**config.mk**
```make
export PLATFORM = sky130hd
export DESIGN_NAME = acsd_front
export DESIGN_NICKNAME = d
export VERILOG_FILES = /design/src/hw/rtl/acsd_pkg.sv /design/src/hw/rtl/acsd_front.sv
export VERILOG_INCLUDE_DIRS = /design/src /design/src/hw/rtl
export SDC_FILE = /design/constraint.sdc
export NUM_CORES = 1
export LEC_CHECK = 0
export BUFFER_PORTS_ARGS = -buffer_cell sky130_fd_sc_hd__buf_2
export CAP_MARGIN = 20
export CELL_PAD_IN_SITES_DETAIL_PLACEMENT = 1
export CELL_PAD_IN_SITES_GLOBAL_PLACEMENT = 1
export CORE_MARGIN = 2
export CORE_UTILIZATION = 53
export DETAILED_ROUTE_END_ITERATION = 7
export MAX_ROUTING_LAYER = met4
export PLACE_DENSITY_LB_ADDON = 0.1
export SKIP_LAST_GASP = 1
export SYNTH_ARGS = -nofsm -noshare
export SYNTH_HDL_FRONTEND = slang
export SYNTH_SLANG_ARGS = --single-unit
```
**constraint.sdc**
```tcl
create_clock -name clock -period 28.1 [get_ports clock]
set_clock_uncertainty 0.05 [all_clocks]
set_input_delay 2.81 -clock clock [delete_from_list [all_inputs] [get_ports clock]]
set_output_delay 2.81 -clock clock [all_outputs]
set_load 0.05 [all_outputs]
```
**src/hw/rtl/aes_ctr_stream_decryptor_top_macros.svh**
```systemverilog
// ----------------------------------------------------------------------------
// assertion macros for the aes ctr stream decryptor
// ----------------------------------------------------------------------------
`ifndef AES_CTR_STREAM_DECRYPTOR_TOP_MACROS_SVH
`define AES_CTR_STREAM_DECRYPTOR_TOP_MACROS_SVH

// implication checked on every clock edge outside reset
`define ACSD_ASSERT_IMPL(label, clk, rst, lhs, rhs, msg) \
   label: assert property (@(posedge clk) disable iff (rst) (lhs) |-> (rhs)) \
      else $error(msg);

// condition that always holds outside reset
`define ACSD_ASSERT_ALWAYS(label, clk, rst, cond, msg) \
   label: assert property (@(posedge clk) disable iff (rst) (cond)) else $error(msg);

`endif

```
**src/hw/rtl/acsd_pkg.sv**
```systemverilog
// ----------------------------------------------------------------------------
// acsd_pkg
// shared types and functions of the aes-128 ctr stream decryptor
// ----------------------------------------------------------------------------
package acsd_pkg;

   localparam int BLOCK_BYTES   = 16;
   localparam int COUNTER_BYTES = 4;
   localparam int QUEUE_DEPTH   = 2;

   // register indexes
   localparam logic [2:0] REG_KEY_UPPER   = 3'd0;
   localparam logic [2:0] REG_KEY_LOWER   = 3'd1;
   localparam logic [2:0] REG_NONCE_UPPER = 3'd2;
   localparam logic [2:0] REG_NONCE_LOWER = 3'd3;
   localparam logic [2:0] REG_START_BLOCK = 3'd4;
   localparam logic [2:0] REG_TOTAL_SIZE  = 3'd5;

   // one gathered block handed from front to back
   typedef struct packed {
      logic [127:0] cipher;
      logic [127:0] counter;
      logic [4:0]   chunk;
      logic         done;
   } block_type;

   function automatic logic [7:0] sbox(input logic [7:0] a);
      logic [7:0] t [256];
      t = '{
      8'h63,8'h7c,8'h77,8'h7b,8'hf2,8'h6b,8'h6f,8'hc5,8'h30,8'h01,8'h67,8'h2b,8'hfe,8'hd7,8'hab,8'h76,
      8'hca,8'h82,8'hc9,8'h7d,8'hfa,8'h59,8'h47,8'hf0,8'had,8'hd4,8'ha2,8'haf,8'h9c,8'ha4,8'h72,8'hc0,
      8'hb7,8'hfd,8'h93,8'h26,8'h36,8'h3f,8'hf7,8'hcc,8'h34,8'ha5,8'he5,8'hf1,8'h71,8'hd8,8'h31,8'h15,
      8'h04,8'hc7,8'h23,8'hc3,8'h18,8'h96,8'h05,8'h9a,8'h07,8'h12,8'h80,8'he2,8'heb,8'h27,8'hb2,8'h75,
      8'h09,8'h83,8'h2c,8'h1a,8'h1b,8'h6e,8'h5a,8'ha0,8'h52,8'h3b,8'hd6,8'hb3,8'h29,8'he3,8'h2f,8'h84,
      8'h53,8'hd1,8'h00,8'hed,8'h20,8'hfc,8'hb1,8'h5b,8'h6a,8'hcb,8'hbe,8'h39,8'h4a,8'h4c,8'h58,8'hcf,
      8'hd0,8'hef,8'haa,8'hfb,8'h43,8'h4d,8'h33,8'h85,8'h45,8'hf9,8'h02,8'h7f,8'h50,8'h3c,8'h9f,8'ha8,
      8'h51,8'ha3,8'h40,8'h8f,8'h92,8'h9d,8'h38,8'hf5,8'hbc,8'hb6,8'hda,8'h21,8'h10,8'hff,8'hf3,8'hd2,
      8'hcd,8'h0c,8'h13,8'hec,8'h5f,8'h97,8'h44,8'h17,8'hc4,8'ha7,8'h7e,8'h3d,8'h64,8'h5d,8'h19,8'h73,
      8'h60,8'h81,8'h4f,8'hdc,8'h22,8'h2a,8'h90,8'h88,8'h46,8'hee,8'hb8,8'h14,8'hde,8'h5e,8'h0b,8'hdb,
      8'he0,8'h32,8'h3a,8'h0a,8'h49,8'h06,8'h24,8'h5c,8'hc2,8'hd3,8'hac,8'h62,8'h91,8'h95,8'he4,8'h79,
      8'he7,8'hc8,8'h37,8'h6d,8'h8d,8'hd5,8'h4e,8'ha9,8'h6c,8'h56,8'hf4,8'hea,8'h65,8'h7a,8'hae,8'h08,
      8'hba,8'h78,8'h25,8'h2e,8'h1c,8'ha6,8'hb4,8'hc6,8'he8,8'hdd,8'h74,8'h1f,8'h4b,8'hbd,8'h8b,8'h8a,
      8'h70,8'h3e,8'hb5,8'h66,8'h48,8'h03,8'hf6,8'h0e,8'h61,8'h35,8'h57,8'hb9,8'h86,8'hc1,8'h1d,8'h9e,
      8'he1,8'hf8,8'h98,8'h11,8'h69,8'hd9,8'h8e,8'h94,8'h9b,8'h1e,8'h87,8'he9,8'hce,8'h55,8'h28,8'hdf,
      8'h8c,8'ha1,8'h89,8'h0d,8'hbf,8'he6,8'h42,8'h68,8'h41,8'h99,8'h2d,8'h0f,8'hb0,8'h54,8'hbb,8'h16};
      return t[a];
   endfunction

   function automatic logic [7:0] xtime(input logic [7:0] v);
      return {v[6:0], 1'b0} ^ (v[7] ? 8'h1b : 8'h00);
   endfunction

   // byte i of a 128-bit big-endian word
   function automatic logic [7:0] byte_at(input logic [127:0] w, input int i);
      return w[127 - 8*i -: 8];
   endfunction

   // one aes round on a state, byte 0 in the top bits
   function automatic logic [127:0] aes_round(input logic [127:0] s, input logic [127:0] rk,
                                             input logic last);
      logic [7:0] t [16];
      logic [7:0] a0, a1, a2, a3, x;
      logic [127:0] r;
      for (int c = 0; c < 4; c++)
         for (int w = 0; w < 4; w++)
            t[4*c + w] = sbox(byte_at(s, 4*((c + w) & 3) + w));
      if (!last) begin
         for (int c = 0; c < 4; c++) begin
            a0 = t[4*c]; a1 = t[4*c+1]; a2 = t[4*c+2]; a3 = t[4*c+3];
            x = a0 ^ a1 ^ a2 ^ a3;
            t[4*c]   = a0 ^ x ^ xtime(a0 ^ a1);
            t[4*c+1] = a1 ^ x ^ xtime(a1 ^ a2);
            t[4*c+2] = a2 ^ x ^ xtime(a2 ^ a3);
            t[4*c+3] = a3 ^ x ^ xtime(a3 ^ a0);
         end
      end
      for (int i = 0; i < 16; i++)
         r[127 - 8*i -: 8] = t[i];
      return r ^ rk;
   endfunction

   // next round key from the previous one
   function automatic logic [127:0] key_step(input logic [127:0] k, input logic [7:0] rc);
      logic [31:0] w0, w1, w2, w3, tmp;
      w0 = k[127:96]; w1 = k[95:64]; w2 = k[63:32]; w3 = k[31:0];
      tmp = {sbox(w3[23:16]) ^ rc, sbox(w3[15:8]), sbox(w3[7:0]), sbox(w3[31:24])};
      w0 = w0 ^ tmp;
      w1 = w1 ^ w0;
      w2 = w2 ^ w1;
      w3 = w3 ^ w2;
      return {w0, w1, w2, w3};
   endfunction

endpackage

```
**src/hw/rtl/acsd_front.sv**
```systemverilog
// ----------------------------------------------------------------------------
// acsd_front
// gathers request bytes into blocks, tracks counter and byte budget
// ----------------------------------------------------------------------------
module acsd_front (
   input  logic                 clock,
   input  logic                 reset,
   input  logic                 req_valid,
   output logic                 req_stall,
   input  logic [7:0]           req_cipher_byte,
   input  logic                 csr_write,
   input  logic [2:0]           csr_index,
   input  logic [63:0]          csr_data,
   output logic                 blk_valid,
   input  logic                 blk_stall,
   output acsd_pkg::block_type  blk_data
);
   import acsd_pkg::*;

   logic [127:0] gather_ff, gather_in;
   logic [3:0]   count_ff, count_in;
   logic [127:0] counter_ff, counter_in;
   logic [31:0]  remaining_ff, remaining_in;
   logic [63:0]  nonce_upper_ff, nonce_lower_ff;
   logic [27:0]  start_ff;
   logic [63:0]  nu_eff, nl_eff;
   logic [27:0]  st_eff;
   logic [127:0] loaded;
   logic         accept;
   logic [4:0]   chunk;

   // queue of completed blocks
   block_type    q_mem [QUEUE_DEPTH];
   logic         wr_ptr_ff, rd_ptr_ff;
   logic [1:0]   fill_ff;
   logic         push;
   logic         pop;

   assign req_stall = (fill_ff == 2'(QUEUE_DEPTH)) && (count_ff == 4'(BLOCK_BYTES - 1));
   assign accept    = req_valid && !req_stall;
   assign push      = accept && (count_ff == 4'(BLOCK_BYTES - 1));
   assign pop       = blk_valid && !blk_stall;
   assign blk_valid = (fill_ff != 2'd0);
   assign blk_data  = q_mem[rd_ptr_ff];

   // counter reload from the freshly written value
   always_comb begin
      nu_eff = nonce_upper_ff;
      nl_eff = nonce_lower_ff;
      st_eff = start_ff;
      if (csr_write && csr_index == REG_NONCE_UPPER) nu_eff = csr_data;
      if (csr_write && csr_index == REG_NONCE_LOWER) nl_eff = csr_data;
      if (csr_write && csr_index == REG_START_BLOCK) st_eff = csr_data[27:0];
      loaded = {nu_eff, nl_eff};
      for (int i = 0; i < COUNTER_BYTES; i++)
         loaded[8*i +: 8] = (i < 4) ? 8'(32'(st_eff) >> (8*i)) : 8'h00;
   end

   assign chunk = (remaining_ff < 32'(BLOCK_BYTES)) ? remaining_ff[4:0] : 5'(BLOCK_BYTES);

   // gather, counter and budget
   always_comb begin
      gather_in    = gather_ff;
      count_in     = count_ff;
      counter_in   = counter_ff;
      remaining_in = remaining_ff;
      if (accept) begin
         gather_in[127 - 8*count_ff -: 8] = req_cipher_byte;
         count_in = count_ff + 4'd1;
         if (push) begin
            counter_in   = counter_ff + 128'd1;
            remaining_in = remaining_ff - 32'(chunk);
         end
      end
      if (csr_write && (csr_index == REG_NONCE_UPPER || csr_index == REG_NONCE_LOWER ||
                        csr_index == REG_START_BLOCK))
         counter_in = loaded;
      if (csr_write && csr_index == REG_TOTAL_SIZE)
         remaining_in = csr_data[31:0];
   end

   always_ff @(posedge clock) begin
      gather_ff <= gather_in;
      if (reset) begin
         count_ff       <= '0;
         counter_ff     <= '0;
         remaining_ff   <= '0;
         nonce_upper_ff <= '0;
         nonce_lower_ff <= '0;
         start_ff       <= '0;
         wr_ptr_ff      <= 1'b0;
         rd_ptr_ff      <= 1'b0;
         fill_ff        <= '0;
      end else begin
         count_ff     <= count_in;
         counter_ff   <= counter_in;
         remaining_ff <= remaining_in;
         if (csr_write && csr_index == REG_NONCE_UPPER) nonce_upper_ff <= csr_data;
         if (csr_write && csr_index == REG_NONCE_LOWER) nonce_lower_ff <= csr_data;
         if (csr_write && csr_index == REG_START_BLOCK) start_ff <= csr_data[27:0];
         if (push) wr_ptr_ff <= !wr_ptr_ff;
         if (pop)  rd_ptr_ff <= !rd_ptr_ff;
         fill_ff <= fill_ff + {1'b0, push} - {1'b0, pop};
      end
   end

   // queue storage
   always_ff @(posedge clock) begin
      if (push) begin
         q_mem[wr_ptr_ff].cipher  <= {gather_ff[127:8], req_cipher_byte};
         q_mem[wr_ptr_ff].counter <= counter_ff;
         q_mem[wr_ptr_ff].chunk   <= chunk;
         q_mem[wr_ptr_ff].done    <= (chunk != 5'd0) && (remaining_ff == 32'(chunk));
      end
   end

   `include "aes_ctr_stream_decryptor_top_macros.svh"
   `ACSD_ASSERT_ALWAYS(a_fill_range, clock, reset, fill_ff <= 2'(QUEUE_DEPTH), "queue overflow")
   `ACSD_ASSERT_IMPL(a_no_pop_empty, clock, reset, fill_ff == 2'd0, !pop, "pop from empty queue")
   `ACSD_ASSERT_IMPL(a_push_room, clock, reset, push, fill_ff < 2'(QUEUE_DEPTH) || pop,
                     "push into full queue")
endmodule

```
After elaboration in Yosys (flattened, before gate mapping)
Memory sizes are Yosys's and may differ from the RTL's. A register that Yosys moved wholly into a read port is not among the register bits. Cells that the tools add are included.

Shifts and indexed selects: 2. Eq/ne operators: 7. Reductions and logical operators: 26. Add/sub/neg operators: 7. Multiplexer cells: 15. Magnitude comparators: 1.

Operators by type and width (count): 2-to-1 mux 128 bit (3); variable shift 8 x 34 -> 135 bit (first input constant) (1); indexed part select 8 x 34 -> 135 bit (1); adder 128 x 1 -> 128 bit (second input constant) (1); bitwise mux 128 bit (1); 2-to-1 mux 64 bit (2); 2-to-1 mux 32 bit (3); negation 32 -> 34 bit (1); equality test 32 x 5 -> 1 bit (1); < comparator 32 x 5 -> 1 bit (second input constant) (1); subtractor 32 x 5 -> 32 bit (1); 2-to-1 mux 28 bit (1); logical AND 1 bit (10); nonzero test 2 bit (5); subtractor 7 x 7 -> 8 bit (first input constant) (1); equality test 3 x 2 -> 1 bit (second input constant) (2); equality test 3 bit (second input constant) (2); AND reduction 2 bit (3); 2-to-1 mux 5 bit (1); nonzero test 5 bit (1); adder 4 x 1 -> 4 bit (second input constant) (1); equality test 4 bit (second input constant) (1); zero test 1 bit (4); 2-to-1 mux 1 bit (4); other kinds (5) (6).

Memories: 1. RAM bits: 524. Input port bits: 80. Register bits after elaboration: 452.

Memories: q_mem (words 2, bits a word 262, rd ports 1, clocked after memory_dff 1, wr ports 1, line acsd_front.sv:33) `block_type q_mem [QUEUE_DEPTH];`.

Longest topological paths before layout
Word-level depth: 8. Depth in mapped cells: 12.

Worst setup path before layout
Ideal clock, no wire load.

Kind: input port to flip-flop. From: input port req_valid. To: memory q_mem[0][0] (netlist name), enable pin. Data required time: 27.159 ns. Data arrival time: 14.312 ns. Stages: 5. Library setup time: 0.891 ns. Buffers on the path: 1. Path slack: 12.847 ns. Cells stage by stage: inv_2 nor3_1 inv_1 clkbuf_1 nor2_1.

Longest elaborated chain between the ends: 4.

Ends and longest elaborated chain: from (decl) (line acsd_front.sv:8) `input logic req_valid,`; logical AND 1 bit (line acsd_front.sv:40) `assign accept = req_valid && !req_stall;`; logical AND 1 bit (line acsd_front.sv:41) `assign push = accept && (count_ff == 4'(BLOCK_BYTES - 1));`; 2-to-1 mux 1 bit (line acsd_front.sv:109) `if (push) begin`; 2-to-1 mux 1 bit (not written as such) (line acsd_front.sv:113) `q_mem[wr_ptr_ff].done <= (chunk != 5'd0) && (remaining_ff == 32'(chunk));`; to (decl) (line acsd_front.sv:33).

Every way passes these cells.

Worst setup path in the final report
From: input port req_valid. To: memory q_mem[0][98] (netlist name), enable pin.

Longest elaborated chain between the ends: 4.

Ends and longest elaborated chain: logical AND 1 bit (line acsd_front.sv:40); logical AND 1 bit (line acsd_front.sv:41); 2-to-1 mux 1 bit (line acsd_front.sv:109); 2-to-1 mux 1 bit (not written as such) (line acsd_front.sv:111) `q_mem[wr_ptr_ff].counter <= counter_ff;`.

Every way passes these cells.

==> impl_metrics.py <==
metrics = {
    "final_layout": {
        "finalInstanceArea_sq_um": 43200,
        "area_growth_pct": 15.6,
        "drive_gt1_share_pct": 26.3,
        "nNetsFinal": 3153,
        "stdcell_count": 4092,
        "fin_util_pct": 61.9,
    },
    "pwr": {
        "vdd_drop_max_mv": 0.0605,
        "total_power_mw": 3.31,
        "p_leak_nw": 15.0,
        "power_density_nw_per_um2": 76.5,
    },
    "min_path": {
        "min_path_type": "flip-flop to flip-flop",
    },
    "grt": {
        "grtUsageTotal_pct": 28.7,
        "grt_max_degree": 161,
        "antenna_found_initial": 8,
        "grt_pass1_wl_mm": 155,
        "grt_pass1_vias": 24961,
        "gr-total-overflow": 0,
    },
    "detailed_routing": {
        "wl_per_cell_um": 25.0,
        "drt-pass1-iter-count": 5,
        "dr.first_iter.drc_count": 1711,
        "vias": 23682,
        "ant_nets": 0,
        "routed_wl_mm": 102,
        "drc": 0,
        "avgViaCountPerCell": 5.79,
    },
    "yosys": {
        "yosysUniqueCellTypes": 69,
        "syn-num-nets": 2829,
        "synth_edf_count": 644,
        "ys_warn_count": 0,
        "synth-async-reset-ratio_pct": 0,
        "yosysMostFrequentCell": "edfxtp_1",
        "seq_area_frac_synth_pct": 67.4,
        "ys_ff_latch": 937,
        "yosys.area.top_type_share_pct": 51.7,
        "synthTopCellsByCount": "644 x edfxtp_1, 293 x dfxtp_1, 272 x mux2_2, 272 x nor2_1, 122 x nand2_1",
        "synth_top_cell_by_area": "edfxtp_1",
        "synth_flop_cell": "edfxtp_1",
        "synth_area_sq_um": 37400,
        "syn_area_per_cell_sq_um": 13.7,
        "synth_cells": 2739,
        "ys_top_cells_by_area": "edfxtp_1 52%, dfxtp_1 16%, mux2_2 8.2%",
    },
    "sta": {
        "setup_ws_ns": 21.64,
        "finalHoldViolCount": 0,
        "max_slew_margin_pct": 24.3,
        "worst_hold_slack_ns": 0.392,
        "worst_slew_pin_slew_ns": 1.13,
        "period_share_pct": 23.0,
        "final-setup-viol-count": 0,
        "min_period_ns": 6.46,
        "slew_viol_final": 0,
        "rsz0062_at_grt": "false",
        "fmax_mhz": 155,
        "fin_setup_tns_ns": 0,
    },
    "cts": {
        "cts_buffers": 95,
        "clk_latency_ns": 0.64,
        "cts-htree-levels": 3,
        "root_buffer": "clkbuf_16",
        "cts_resized": 0,
        "cts_hold_buf": 0,
        "cts_tree": "yes",
        "post-cts-setup-buffer-count": 0,
        "clock_sinks": 937,
        "clk_pin_slew_worst_paths_ns": 0.06,
        "clock_path_buffers": 3,
    },
    "die": {
        "core-area_sq_um": 69900,
        "rows": 97,
        "die_h_um": 270,
        "io_pins": 344,
        "start_util_pct": 53.5,
        "die_w_um": 270,
        "dieArea_sq_um": 72700,
    },
    "setup_path": {
        "crit_path_cell_trace": "buf_2, inv_2, nor3_1, buf_4, inv_1, nor2_4, buf_4, buf_4, buf_4",
        "cpMostUsedCell": "buf_4",
        "worstSetupPathType": "input port to flip-flop",
        "critical_path_arrival_ns": 6.67,
        "max_stage_delay_ns": 0.87,
        "path_buf_inv": 7,
        "slowest_stage": "buf_4",
        "path_max_fanout": 73,
        "end_kind": "flip-flop",
        "critPathTopFamily": "buffers and inverters",
        "cp.required_ns": 28.31,
        "start_kind": "input port",
    },
    "placement": {
        "place_ws_ns": 21.06,
        "dpl.cell_count": 3905,
        "port_buffers": 343,
        "gp_congestion": 0.842,
        "hpwl_mm": 68.2,
        "dpl-instance-area_sq_um": 40000,
    },
    "run_status": {
        "status": "finished, final reports clean",
    },
    "job": {
        "cap_violations": 0,
    },
}
[layout by cell type (no fill, tap or decap), types with 5 or more instances in the layout]
| cell | count |
|---|---|
| edfxtp_1 | 644 |
| buf_2 | 342 |
| dfxtp_1 | 292 |
| mux2_2 | 272 |
| nor2_1 | 271 |
| nand2_1 | 122 |
| mux2i_1 | 110 |
| xnor2_1 | 99 |
| clkbuf_16 | 97 |
| and2_1 | 82 |
| a21oi_1 | 81 |
| nor3_1 | 72 |
| a21o_1 | 61 |
| nand3_1 | 54 |
| nand4_1 | 52 |
| a211oi_1 | 52 |
| nor4_1 | 51 |
| and3_1 | 36 |
| clkbuf_1 | 33 |
| xor2_1 | 30 |
| buf_4 | 30 |
| o21ai_0 | 26 |
| inv_1 | 24 |
| clkbuf_8 | 19 |
| nor2b_1 | 17 |
| or3_1 | 17 |
| a311oi_1 | 13 |
| clkinv_2 | 12 |
| and4_1 | 10 |
| o31a_1 | 10 |
| ha_1 | 10 |
| diode_2 | 8 |
| bufinv_16 | 7 |
| nor3b_1 | 6 |
| nor4b_1 | 6 |
| or4_1 | 5 |
[metal layers]
metal | vias to the layer above | wire length, um | global-route usage (%)
met5 | - | 0 | -
met4 | 0 | 3780 | 10.8
met3 | 208 | 5910 | 4.98
met2 | 707 | 50600 | 47.2
met1 | 11972 | 42000 | 35.6
li1 | 10795 | - | -
[worst reg2reg max path, cell delays in order (launching register included)]
cell	delay, ns
dfxtp_1	0.53
ha_1	0.29
nand3_1	0.18
nor3_1	0.26
buf_4	0.28
inv_1	0.26
nor2_4	0.17
buf_4	0.80
buf_4	0.92
buf_4	0.86
[layout make-up]
type | count | area (sq um)
sequential | 937 | 25200
clock buffer | 149 | 2810
antenna | 8 | 20.0
clock inverter | 29 | 382
inverter | 25 | 93.8
multi-input combinational | 1629 | 11600
timing repair buffer | 375 | 2000
fill | 6786 | 26700
tap | 940 | 1180
[logic make-up after synthesis]
| family | Yosys count | share of synthesized area [%] |
|---|---|---|
| flip-flops | 937 | 67.4 |
| AO/OA/AOI/OAI | 266 | 4.74 |
| other | 1 | 0.0100 |
| buffers and inverters | 173 | 1.88 |
| XOR/XNOR | 129 | 3.02 |
| adder cells (fa/ha/maj) | 10 | 0.334 |
| multiplexers | 382 | 11.1 |
| AND/OR/NAND/NOR | 841 | 11.5 |
[path summary, 6_finish.rpt]
path | startpoint | to | slack (ns) | cells after the start
worst max-delay path | req_valid | q_mem[0][98]$_DFFE_PP_ | 21.64 | 9
worst min-delay path | gather_ff[25]$_DFFE_PP_ | q_mem[1][159]$_DFFE_PP_ | 0.39 | 0
worst max register to register | count_ff[0]$_SDFFE_PP0P_ | q_mem[0][98]$_DFFE_PP_ | 23.10 | 9
worst min register to register | gather_ff[25]$_DFFE_PP_ | q_mem[1][159]$_DFFE_PP_ | 0.39 | 0
[sequential cells by signal, indices dropped and copies added, names as in the netlist, named ones only]
name / cells
wr_ptr_ff: 1
gather_ff: 120
q_mem: 524
remaining_ff: 32
nonce_upper_ff: 64
rd_ptr_ff: 1
start_ff: 28
nonce_lower_ff: 32
counter_ff: 128
count_ff: 4
fill_ff: 2
[power breakdown]
part	internal (mW)	switching, mW	total [mW]
Combinational	0.149	0.359	0.509
Sequential	1.49	0.0321	1.52
Clock	0.753	0.529	1.28
Total	2.39	0.920	3.31
(Power assumes the default switching activity.)
